### src/rtl/shcp_pkg.sv
// ----------------------------------------------------------------------------
// shcp_pkg: serial hex command parser package
// Character codes, parser states, result codes and the hex digit map.
// ----------------------------------------------------------------------------
package shcp_pkg;

	localparam int CharW  = 8;
	localparam int AccW   = 32;
	localparam int GainW  = 16;

	// character codes
	localparam logic [CharW-1:0] CH_LF    = 8'd10;
	localparam logic [CharW-1:0] CH_CR    = 8'd13;
	localparam logic [CharW-1:0] CH_ESC   = 8'd27;
	localparam logic [CharW-1:0] CH_SPACE = 8'd32;
	localparam logic [CharW-1:0] CH_W     = 8'h77; // w
	localparam logic [CharW-1:0] CH_R     = 8'h72; // r
	localparam logic [CharW-1:0] CH_C     = 8'h63; // c
	localparam logic [CharW-1:0] CH_P     = 8'h70; // p
	localparam logic [CharW-1:0] CH_I     = 8'h69; // i
	localparam logic [CharW-1:0] CH_DLO   = 8'h64; // d
	localparam logic [CharW-1:0] CH_DHI   = 8'h44; // D

	// parser states, one-hot
	typedef enum logic [2:0] {
		ST_CMD  = 3'b001,
		ST_ADDR = 3'b010,
		ST_DATA = 3'b100
	} parse_state_t;

	typedef enum logic [1:0] {
		GW_NONE  = 2'd0,
		GW_PROP  = 2'd1,
		GW_INTEG = 2'd2
	} gain_write_t;

	typedef enum logic [2:0] {
		STS_NONE      = 3'd0,
		STS_ESCAPE    = 3'd1,
		STS_LINE_DONE = 3'd2,
		STS_DATA_OOR  = 3'd3,
		STS_ADDR_OOR  = 3'd4
	} status_t;

	// 0-9 -> 0-9, a-z/A-Z -> 10-35, anything else -> all ones
	function automatic logic [AccW-1:0] digit_of(input logic [CharW-1:0] c);
		logic [AccW-1:0] d;
		d = '1;
		if (c >= 8'h30 && c <= 8'h39)
			d = AccW'(c - 8'h30);
		else if (c >= 8'h61 && c <= 8'h7a)
			d = AccW'(c - 8'h57);
		else if (c >= 8'h41 && c <= 8'h5a)
			d = AccW'(c - 8'h37);
		return d;
	endfunction

endpackage

### src/rtl/serial_hex_command_parser.sv
// ----------------------------------------------------------------------------
// serial_hex_command_parser
// Command-line parser over received characters, drives PI gain writes.
// ----------------------------------------------------------------------------
// One character goes in per transaction and exactly one result comes out per
// character, registered and valid in the cycle after it is accepted. The block takes a new character every clock
// cycle as long as the result register is empty or being drained in the same
// cycle; throughput is then one character per cycle. All parsing
// (state update, hex accumulate, range checks) happens in one combinational
// pass between the input handshake and the result register.
// Commands: w, r, c read a hex address, a space, then hex data; p and i read
// hex data only (address kept from before). CR or LF ends the line: address
// >= 0x10000 gives status 4, else data >= 0x10000 gives status 3, else status
// 2 and, for p or i, a gain write of the low 16 data bits. d / D clear / set
// the debug flag. ESC gives status 1 and returns to command state. Characters
// other than digits and letters accumulate as minus one, letters past f as 16-35; accumulators wrap at 32 bits.
// ----------------------------------------------------------------------------
module serial_hex_command_parser (
	input  logic                              clk,
	input  logic                              arst_n,
	input  logic                              in_valid,
	output logic                              in_ready,
	input  logic [shcp_pkg::CharW-1:0]        rx_char,
	output logic                              out_valid,
	input  logic                              out_ready,
	output logic [1:0]                        gain_write,
	output logic [shcp_pkg::GainW-1:0]        gain_value,
	output logic [2:0]                        status,
	output logic                              debug_enable
);

	shcp_pkg::parse_state_t        state_q, state_d;
	logic [shcp_pkg::CharW-1:0]    cmd_q, cmd_d;
	logic [shcp_pkg::AccW-1:0]     addr_q, addr_d;
	logic [shcp_pkg::AccW-1:0]     data_q, data_d;
	logic                          dbg_q, dbg_d;

	shcp_pkg::gain_write_t         gw_d, gw_q;
	shcp_pkg::status_t             sts_d, sts_q;
	logic [shcp_pkg::GainW-1:0]    gv_d, gv_q;
	logic                          out_valid_q;

	logic                          accept;
	logic [shcp_pkg::AccW-1:0]     digit;

	// result register frees up when empty or drained this cycle
	assign in_ready = !out_valid_q || out_ready;
	assign accept   = in_valid && in_ready;
	assign digit    = shcp_pkg::digit_of(rx_char);

	always_comb begin
		state_d = state_q;
		cmd_d   = cmd_q;
		addr_d  = addr_q;
		data_d  = data_q;
		dbg_d   = dbg_q;
		gw_d    = shcp_pkg::GW_NONE;
		gv_d    = '0;
		sts_d   = shcp_pkg::STS_NONE;

		if (rx_char inside {shcp_pkg::CH_CR, shcp_pkg::CH_LF}) begin
			// line end: check ranges, maybe write gain; accumulators kept
			state_d = shcp_pkg::ST_CMD;
			if (|addr_q[shcp_pkg::AccW-1:shcp_pkg::GainW]) begin
				sts_d = shcp_pkg::STS_ADDR_OOR;
			end else if (|data_q[shcp_pkg::AccW-1:shcp_pkg::GainW]) begin
				sts_d = shcp_pkg::STS_DATA_OOR;
			end else begin
				sts_d = shcp_pkg::STS_LINE_DONE;
				if (cmd_q == shcp_pkg::CH_P) begin
					gw_d = shcp_pkg::GW_PROP;
					gv_d = data_q[shcp_pkg::GainW-1:0];
				end else if (cmd_q == shcp_pkg::CH_I) begin
					gw_d = shcp_pkg::GW_INTEG;
					gv_d = data_q[shcp_pkg::GainW-1:0];
				end
			end
		end else if (rx_char == shcp_pkg::CH_ESC) begin
			state_d = shcp_pkg::ST_CMD;
			sts_d   = shcp_pkg::STS_ESCAPE;
		end else begin
			case (state_q)
				shcp_pkg::ST_CMD: begin
					cmd_d = rx_char;
					if (rx_char inside {shcp_pkg::CH_W, shcp_pkg::CH_R, shcp_pkg::CH_C}) begin
						state_d = shcp_pkg::ST_ADDR;
						addr_d  = '0;
						data_d  = '0;
					end else if (rx_char inside {shcp_pkg::CH_P, shcp_pkg::CH_I}) begin
						state_d = shcp_pkg::ST_DATA;
						data_d  = '0;
					end else if (rx_char == shcp_pkg::CH_DLO) begin
						dbg_d = 1'b0;
					end else if (rx_char == shcp_pkg::CH_DHI) begin
						dbg_d = 1'b1;
					end
				end
				shcp_pkg::ST_ADDR: begin
					if (rx_char == shcp_pkg::CH_SPACE)
						state_d = shcp_pkg::ST_DATA;
					else
						addr_d = {addr_q[shcp_pkg::AccW-5:0], 4'h0} + digit;
				end
				shcp_pkg::ST_DATA: begin
					data_d = {data_q[shcp_pkg::AccW-5:0], 4'h0} + digit;
				end
				default: begin
					// illegal code: recover to command state
					state_d = shcp_pkg::ST_CMD;
				end
			endcase
		end
	end

	// parser state
	always_ff @(posedge clk or negedge arst_n) begin
		if (!arst_n) begin
			state_q <= shcp_pkg::ST_CMD;
			cmd_q   <= '0;
			addr_q  <= '0;
			data_q  <= '0;
			dbg_q   <= 1'b0;
		end else if (accept) begin
			state_q <= state_d;
			cmd_q   <= cmd_d;
			addr_q  <= addr_d;
			data_q  <= data_d;
			dbg_q   <= dbg_d;
		end
	end

	// result register: valid flag
	always_ff @(posedge clk or negedge arst_n) begin
		if (!arst_n) begin
			out_valid_q <= 1'b0;
		end else if (accept) begin
			out_valid_q <= 1'b1;
		end else if (out_ready) begin
			out_valid_q <= 1'b0;
		end
	end

	// result register: payload
	always_ff @(posedge clk) begin
		if (accept) begin
			gw_q  <= gw_d;
			gv_q  <= gv_d;
			sts_q <= sts_d;
		end
	end

	assign out_valid    = out_valid_q;
	assign gain_write   = gw_q;
	assign gain_value   = gv_q;
	assign status       = sts_q;
	assign debug_enable = dbg_q;

endmodule

### config.mk
export PLATFORM = sky130hd
export DESIGN_NAME = serial_hex_command_parser
export DESIGN_NICKNAME = d
export VERILOG_FILES = /design/src/rtl/shcp_pkg.sv /design/src/rtl/serial_hex_command_parser.sv
export SDC_FILE = /design/constraint.sdc
export NUM_CORES = 1
export LEC_CHECK = 0
export BUFFER_PORTS_ARGS = -buffer_cell sky130_fd_sc_hd__buf_2
export CELL_PAD_IN_SITES_DETAIL_PLACEMENT = 1
export CELL_PAD_IN_SITES_GLOBAL_PLACEMENT = 2
export CORE_MARGIN = 1.5
export CORE_UTILIZATION = 43
export DETAILED_ROUTE_END_ITERATION = 6
export PLACE_DENSITY_LB_ADDON = 0.15
export SYNTH_ARGS = -nofsm -noshare
export SYNTH_HDL_FRONTEND = slang
export SYNTH_SLANG_ARGS = --single-unit
export TNS_END_PERCENT = 100
### constraint.sdc
create_clock -name clk -period 4.38 [get_ports clk]
set_input_delay 0.657 -clock clk [delete_from_list [all_inputs] [get_ports clk]]
set_output_delay 0.657 -clock clk [all_outputs]
set_load 0.05 [all_outputs]
Word level (Yosys, flattened, before mapping)
Cells that the tools add are included.
- word-level logic and storage cells: 96
- output and inout bits: 24
- bits of input ports: 12
- bits in registers: 98
- multiplexer cells: 27
- magnitude comparators: 6
- bitwise operators: 4
- reduce and logical (&&, ||, !) cells: 22
- add/subtract/negate cells: 5
- equal/unequal tests: 22
- operators with widths (cell ; number):
    two-way mux 32 bit ; 7
    case mux 32 bit (2 select lines) ; 2
    == test 8 x 7 -> 1 bit (second input constant) ; 9
    adder 32 bit ; 2
    OR reduction 34 bit ; 1
    OR reduction 33 bit ; 1
    two-way mux 16 bit ; 2
    OR reduction 16 bit ; 2
    two-way mux 3 bit ; 7
    subtractor 8 x 6 -> 9 bit (second input constant) ; 2
    == test 8 x 4 -> 1 bit (second input constant) ; 2
    greater-or-equal comparator 8 x 7 -> 1 bit (second input constant) ; 2
    <= comparator 8 x 7 -> 1 bit (second input constant) ; 2
    nonzero test 2 bit ; 6
    case mux 3 bit (3 select lines) ; 1
    subtractor 8 x 7 -> 9 bit (second input constant) ; 1
    == test 8 x 5 -> 1 bit (second input constant) ; 1
    == test 8 x 6 -> 1 bit (second input constant) ; 1
    greater-or-equal comparator 8 x 6 -> 1 bit (second input constant) ; 1
    <= comparator 8 x 6 -> 1 bit (second input constant) ; 1
    AND reduction 4 bit ; 2
    two-way mux 1 bit ; 7
    AND reduction 7 bit ; 1
    inequality test 3 bit (second input constant) ; 2
    14 further kinds ; 21

Logic depth before layout (Yosys ltp)
Gate-level depths: netlist of run 1.
- word-level depth: 8
- gate-level depth with buffers: 21
- gate-level depth less buffers: 21

Least setup slack after synthesis of run 1
No wires, ideal clock.
- path kind: input-to-reg
- start: input port rx_char[1] (netlist name)
- end: register addr_q[31] (netlist name)
- buffers on the path: 0
- data arrival time: 5186 ps
- path slack: -926 ps
- stages: 17
- setup time: 120 ps
- cells stage by stage: inv_1 -> ha_1 -> nor4b_4 -> nor3b_1 -> a21o_1 -> nor2b_4 -> a221oi_4 -> ha_1 -> a21o_1 -> a21o_1 -> a21o_1 -> a21oi_1 -> a31oi_1 -> o21ai_0 -> o21ai_0 -> a221o_1 -> a41o_1
- word-level cells in the longest chain between the ends: 8
- RTL lines (item ; line ; source):
    start, declared ; serial_hex_command_parser.sv:23 ; input logic [shcp_pkg::CharW-1:0] rx_char,
    greater-or-equal comparator 8 x 7 -> 1 bit / <= comparator 8 x 7 -> 1 bit (equally long branches) ; shcp_pkg.sv:53 ; else if (c >= 8'h41 && c <= 8'h5a)
    logical AND 1 bit ; shcp_pkg.sv:53 ;
    two-way mux 32 bit ; shcp_pkg.sv:53 ;
    two-way mux 32 bit ; shcp_pkg.sv:51 ; else if (c >= 8'h61 && c <= 8'h7a)
    two-way mux 32 bit ; shcp_pkg.sv:49 ; if (c >= 8'h30 && c <= 8'h39)
    adder 32 bit ; serial_hex_command_parser.sv:102 ; addr_d = {addr_q[shcp_pkg::AccW-5:0], 4'h0} + digit;
    two-way mux 32 bit ; serial_hex_command_parser.sv:99 ; if (rx_char == shcp_pkg::CH_SPACE)
    case mux 32 bit (2 select lines) ; serial_hex_command_parser.sv:82 ; case (state_q)
    end signal, assigned ; serial_hex_command_parser.sv:126 ; addr_q <= addr_d;
    end, declared ; serial_hex_command_parser.sv:34 ; logic [shcp_pkg::AccW-1:0] addr_q, addr_d;
Parallel ways exist; a longest one is shown, timed or not. The select of a mux whose other input is x is not followed.
A chain may end at the register's enable or synchronous reset.

Worst setup path in the final report of run 1
Same ends and word-level chain as after synthesis.

==> results of run 1 <==
==> layout by cell type (no fill, tap or decap), types with 21 or more instances in the layout <==
master    netlist  routed
dfrtp_1        76      76
inv_1          24      22
o21ai_0        83      59
buf_4           0     117
o21ai_1         2      22
edfxtp_1       21      21
nor2_1         44      41
xnor2_1        28      28
a21oi_1        50      40
buf_2           6      33
ha_1           71      64
a21o_1         25      25
nand2_1       106     106
==> sequential cells by signal (all words and copies together), names as in the netlist <==
register,count
status,3
cmd_q,8
out_valid,1
gain_value,16
state_q,3
gain_write,2
debug_enable,1
addr_q,32
data_q,32
==> cell usage after synthesis, drive strengths merged (5+ instances only) <==
library cell    n
nand2         106
o21ai          86
dfrtp          76
ha             71
a21oi          50
nor2           44
xnor2          28
a21o           25
inv            24
edfxtp         21
and2           19
xor2           19
nand3          17
nor4           12
a22o           10
clkbuf         10
nand2b         10
nor2b          10
nor3           10
buf             9
a211oi          8
mux2            7
o21a            7
o31ai           7
and3            6
o21bai          6
or3             6
nand4           5
==> final cells by class <==
cell class                      count  area, um2  share of cell area (%)
Clock inverter                      6      67.56                  0.7666
Multi-Input combinational cell    634       4501                   51.06
Inverter                           24      105.1                   1.193
Tap cell                          216      270.3                   3.066
Timing Repair Buffer              153       1082                   12.28
Clock buffer                       10      229.0                   2.598
Sequential cell                    98       2559                   29.03
==> worst paths after layout <==
check,startpoint,end,slack (ns),depth (start not counted)
worst max register to register,data_q[0],data_q[30],1.53,12
worst min-delay path,arst_n,cmd_q[6],0.36,1
min in group clk,debug_enable,debug_enable,0.47,2
worst max-delay path,rx_char[1],addr_q[31],0.20,21
worst min register to register,debug_enable,debug_enable,0.47,2
max in group asynchronous,arst_n,addr_q[3],3.16,2
==> cells by family after synthesis <==
| kind of cell | after synthesis | share of synthesized area, % |
|---|---|---|
| and+or+nand+nor | 262 | 18.34 |
| AOI/OAI and AO/OA | 241 | 21.97 |
| DFF | 98 | 36.41 |
| adders and majority gates | 73 | 13.21 |
| xor gates and xnor gates | 47 | 5.858 |
| buffers and inverters | 43 | 2.511 |
| muxes | 11 | 1.692 |
==> per-stage QoR <==
stage          power [mW]  hold slack, ns    TNS, ns  setup WS (ns)
2_1_floorplan       4.250          0.3614     -5.435        -0.5485
3_3_place_gp        5.524          0.4576    -0.9758        -0.2170
3_5_place_dp        5.703          0.4662     -2.041        -0.2988
4_1_cts             6.572          0.3814          0        0.08235
5_1_grt             7.193          0.4074  -0.006570      -0.006570
6_report            6.663          0.3551          0         0.1950
==> where the power goes <==
part	total, mW	internal (mW)	switching (mW)
combinational	4.38	2.05	2.33
clock	0.817	0.445	0.373
sequential	1.47	1.21	0.258
==> layer usage <==
metal | GRT usage, % | up-vias | routed length (um)
met3 | 3.135 | 30 | 613
met5 | 0 | - | 0
met2 | 46.19 | 107 | 10630
met4 | 8.339 | 0 | 374
li1 | - | 3122 | -
met1 | 33.26 | 3222 | 9857
==> worst max-delay path, delay by kind of cell <==
family                     cells  cell delay (ns)
adders and majority gates      2             0.42
AOI/OAI and AO/OA             10             2.00
buffers and inverters          5             0.75
and+or+nand+nor                4             0.57
==> timing repair <==
item,CTS,global route
resized for setup,0,22
buffers inserted,0,1
endpoints found under the setup margin,0,10
==> flow_metrics.py, run 1 <==
metrics = {
    "synthesis": {
        "ys_async_sr_fraction_pct": 78.57,
        "syn_nets": 860,
        "synth_top_cell_by_area": "dfrtp_1",
        "synth_edf_count": 21,
        "syn-cell-area_mm2": 0.007027,
        "ys_ff_latch": 98,
        "synth_cell_types": 70,
        "ys.flop_type": "dfrtp_1",
        "synthCells": 775,
        "syn_avg_cell_area_um2": 9.067,
        "synth.area.top_cells": "dfrtp_1, ha_1, edfxtp_1",
        "synth_top_area_share_pct": 27.07,
        "synth-warning-count": 0,
        "seq_area_frac_synth_pct": 36.41,
    },
    "critical_path": {
        "crit_chain": "clkbuf_4, inv_12, ha_4, nor4b_4, nor3b_1, a21o_1, nor2b_4, buf_4, a221oi_4, buf_12, buf_4, ha_1, o21a_1, o211ai_1, nor2_1, o21ai_1, a31oi_1, o21ai_1, o21ai_2, a221o_1, a41o_1",
        "critical_path_class": "input pin to flip-flop",
        "crit_path_end_kind": "flip-flop",
        "crit_slowest_cell": "a221o_1",
        "cp_slowest_stage_delay_ns": 0.30,
        "critical_path_required_ns": 4.62,
        "cp_max_fo": 17,
        "critPathArrivalTime_ns": 4.43,
        "critical_path.startpoint_type": "input pin",
    },
    "worst_hold_path": {
        "hold_class": "input pin to asynchronous set/reset pin",
    },
    "drt": {
        "dr_total_vias": 6481,
        "viasPerCell": 5.680,
        "wirelength_um": 21470,
        "antenna_left": 0,
        "post-route-drc-count": 0,
        "drt-initial-drc-count": 304,
        "post_drt_wl_per_cell_um": 18.82,
        "drtPass1Iterations": 5,
    },
    "clock_network": {
        "cts_hold_buf": 0,
        "clock_latency_ns": 0.35,
        "ctsHtreeMaxLevel": 3,
        "cts_made_buffers": 9,
        "cts.sinks": 98,
        "clk_pin_slew_ns": 0.07,
        "ctsLongestPathBuffers": 2,
        "clockRootBuffer": "clkbuf_16",
        "cts_tree": "yes",
    },
    "timing": {
        "fmax_mhz": 239.0,
        "worst_pin_slew_ns": 1.019,
        "hold_violations": 0,
        "setup_violations": 0,
        "drv_slew": 0,
        "min_period_over_period_pct": 95.55,
        "relSlewSlack_pct": 31.81,
        "period_needed_ns": 4.185,
        "fin_skew_ns": 0.008402,
    },
    "placement": {
        "dpl_cell_area_mm2": 0.008433,
        "place.detailed.hpwl_um": 16550,
        "portBuffers": 35,
        "gp_congestion": 0.9078,
        "post-place-cells": 1124,
    },
    "grt": {
        "grt_pass1_vias": 6938,
        "track_usage_pct": 26.12,
        "antenna_found_initial": 0,
        "overflow": 0,
        "grt_pass1_wl_um": 34850,
        "grt_max_degree": 52,
    },
    "final_layout": {
        "final_util_pct": 55.28,
        "antenna_cells": 0,
        "fin_area_mm2": 0.008813,
        "fin_cells": 1141,
        "nNetsFinal": 1005,
        "nFillCells": 1895,
        "post_route_cells_drive_above_1_share_pct": 24.97,
        "area_growth_pct": 25.43,
    },
    "floorplan": {
        "die_y_um": 130.8,
        "rows": 46,
        "die_w_um": 130.8,
        "initial_core_util_pct": 44.07,
        "dieArea_mm2": 0.01712,
        "core_mm2": 0.01594,
        "boundaryPins": 36,
    },
    "power": {
        "ir_worst_vdd_mv": 0.3296,
        "p_leak_nw": 4.108,
        "p_per_area_mw_per_mm2": 756.0,
    },
    "status": {
        "status": "finished clean",
    },
    "run": {
        "cap_violations": 0,
    },
}
Note: power is estimated with default switching activity, not from simulation.
==> run 2, diff against run 1 <==
- ABC_AREA: not set -> 1
- CORE_UTILIZATION: 43 -> 39
- HOLD_SLACK_MARGIN: not set -> 0.03
==> run 2 against run 1 <==
  * Sequential power shrank 13%
  * Die area grew 26%
  * Sequential cell count stayed put
  * Synthesized area rose by 14%
  * Final cell count grew 31%
  * Register-to-register slack better by 0.36 ns
  * Highest routed layer unchanged
  * Combinational power decreased by 26%
==> flow_metrics.py, run 2 <==
metrics = {
    "final_layout": {
        "final_common_cell": "nand2_1",
        "fin_area_mm2": 0.008980,
        "antenna_cells": 0,
        "seq_area_mm2": 0.002559,
        "nFillCells": 2648,
        "nNetsFinal": 1301,
        "multi_input_area_mm2": 0.004881,
        "area_growth_pct": 11.69,
        "final_cell_mix": "nand2_1, inv_1, nor2_1",
        "post_route_cells_drive_above_1_share_pct": 10.07,
    },
    "synthesis": {
        "synth_top_cell_by_area": "dfrtp_1",
        "synth-warning-count": 0,
        "syn-cell-area_mm2": 0.008040,
        "yosysMostFrequentCell": "nand2_1",
        "ys_ff_latch": 98,
        "syn_nets": 1248,
        "seq_area_frac_synth_pct": 31.82,
        "synthTopCellsByCount": "nand2_1, inv_1, nor2_1, nand3_1, dfrtp_1",
        "synth_cell_types": 45,
        "synth_edf_count": 21,
        "synth_top_area_share_pct": 23.65,
        "synth.area.top_cells": "dfrtp_1, nand2_1, ha_1",
        "ys_async_sr_fraction_pct": 78.57,
        "synthCells": 1163,
        "syn_avg_cell_area_um2": 6.913,
        "ys.flop_type": "dfrtp_1",
    },
    "drt": {
        "wirelength_um": 27340,
        "viasPerCell": 5.288,
        "drtPass1Iterations": 5,
        "post-route-drc-count": 0,
        "post_drt_wl_per_cell_um": 18.34,
        "drt-initial-drc-count": 253,
        "antenna_left": 0,
        "dr_total_vias": 7885,
    },
    "floorplan": {
        "boundaryPins": 36,
        "dieArea_mm2": 0.02149,
        "initial_core_util_pct": 39.74,
        "die_y_um": 146.6,
        "rows": 52,
        "die_w_um": 146.6,
        "core_mm2": 0.02023,
    },
    "critical_path": {
        "crit_path_end_kind": "flip-flop",
        "critPathArrivalTime_ns": 4.14,
        "path_depth": 24,
        "crit_chain": "buf_2, inv_1, ha_1, inv_1, nand3_1, nand3_1, nand2_1, nor2_1, nand2_1, o211ai_1, ha_1, inv_1, fa_1, inv_1, nand3_1, nand2_1, nand2_1, nand2_1, a21oi_1, or2_2, nand2_1, nand2_1, nand3_1, nand2_1",
        "critical_path.startpoint_type": "input pin",
        "r2r_slack_ns": 1.89,
        "critical_path_required_ns": 4.64,
        "r2r-start": "addr_q[0]",
        "crit_top_cell": "nand2_1",
        "crit_slowest_cell": "fa_1",
        "critical_path_class": "input pin to flip-flop",
        "crit_start": "rx_char[1]",
        "ff2ff_path_depth": 14,
        "crit_end": "addr_q[30]",
        "cp_num_buf_inv": 5,
        "worst_r2r_endpoint": "addr_q[30]",
        "crit_family": "simple AND/OR/NAND/NOR gates",
        "cp_max_fo": 8,
        "cp_slowest_stage_delay_ns": 0.44,
    },
    "timing": {
        "rsz0062_at_grt": "false",
        "period_needed_ns": 3.875,
        "min_period_over_period_pct": 88.46,
        "fin_skew_ns": 0.009068,
        "fmax_mhz": 258.1,
        "relSlewSlack_pct": 35.89,
        "worst_pin_slew_ns": 0.9589,
        "setup-tns-final_ns": 0,
        "hold_violations": 0,
        "drv_slew": 0,
        "setup_violations": 0,
    },
    "clock_network": {
        "cts.sinks": 98,
        "clockRootBuffer": "clkbuf_16",
        "clk_pin_slew_ns": 0.07,
        "postCtsSetupBuffers": 0,
        "ctsResizeCount": 0,
        "cts_hold_buf": 0,
        "clock_latency_ns": 0.37,
        "ctsLongestPathBuffers": 2,
        "cts_tree": "yes",
        "ctsHtreeMaxLevel": 3,
        "cts_made_buffers": 9,
    },
    "grt": {
        "antenna_found_initial": 0,
        "overflow": 0,
        "grt_pass1_vias": 8482,
        "track_usage_pct": 26.89,
        "grt_pass1_wl_um": 45130,
        "grt_max_degree": 49,
    },
    "power": {
        "p_per_area_mw_per_mm2": 601.4,
        "ir_worst_vdd_mv": 0.2668,
        "total_power_mw": 5.401,
        "p_leak_nw": 4.734,
    },
    "placement": {
        "place.detailed.hpwl_um": 21880,
        "dpl_cell_area_mm2": 0.008660,
        "gp_congestion": 0.8858,
        "portBuffers": 35,
    },
    "worst_hold_path": {
        "hold_class": "input pin to asynchronous set/reset pin",
    },
    "status": {
        "status": "finished clean",
    },
    "run": {
        "cap_violations": 0,
    },
}
run 2: changes by cell type after synthesis, moves of 20 or more:
cell     previous run  this run
inv_1              24       125
nand2_1           106       350
nand3_1            17        89
nor2_1             44       107
nor3_1             10        30
o21ai_0            83        58
run 2: routing by layer:
layer  GRT usage, %  part of all wire (%)
met5              0                     0
met4          9.798                   3.0
met1          35.03                    47
met2          45.47                    47
met3          3.594                   2.9
run 2: power by group:
part | internal [mW] | switching [mW] | total, mW
logic | 1.05 | 2.17 | 3.22
clock network | 0.463 | 0.442 | 0.904
registers | 1.12 | 0.155 | 1.28
run 2: worst min-delay path by stage:
stage                             from            to  slack [ns]  cells past startpoint
after CTS                       arst_n    addr_q[16]        0.34                      1
after detailed placement    data_q[29]    data_q[29]        0.48                      2
after floorplan                 arst_n     addr_q[0]        0.36                      0
final                           arst_n    addr_q[13]        0.31                      1
after global placement    debug_enable  debug_enable        0.46                      2
after global routing            arst_n    addr_q[13]        0.36                      1
run 2: final cells by class:
cell class                      count  share of cell area [%]
Timing Repair Buffer               57                   4.096
Tap cell                          270                   3.762
Clock buffer                        9                   2.508
Clock inverter                      7                   1.059
Sequential cell                    98                   28.49
Inverter                          137                   5.727
Multi-Input combinational cell    913                   54.35
run 2: cell families (layout without fill, tap and decap cells):
logic type,Yosys count,count (layout),synth area share (%)
adder cells (fa/ha/maj),73,73,11.55
AO/OA/AOI/OAI,190,190,13.37
AND/OR/NAND/NOR,631,631,33.72
XOR/XNOR,19,19,2.070
buffers and inverters,152,210,7.470
flip-flops,98,98,31.82
run 2: metrics by stage:
stage                     setup WS, ns  utilization [%]  hold slack (ns)  std cells
final                           0.5054            44.38           0.3053       1491
after global placement          0.1661            42.80           0.4634       1475
after global routing           0.05886            44.38           0.3588       1491
after CTS                       0.5225            44.38           0.3427       1491
after floorplan                 0.3851                -           0.3614       1163
after detailed placement        0.1528            42.80           0.4766       1475
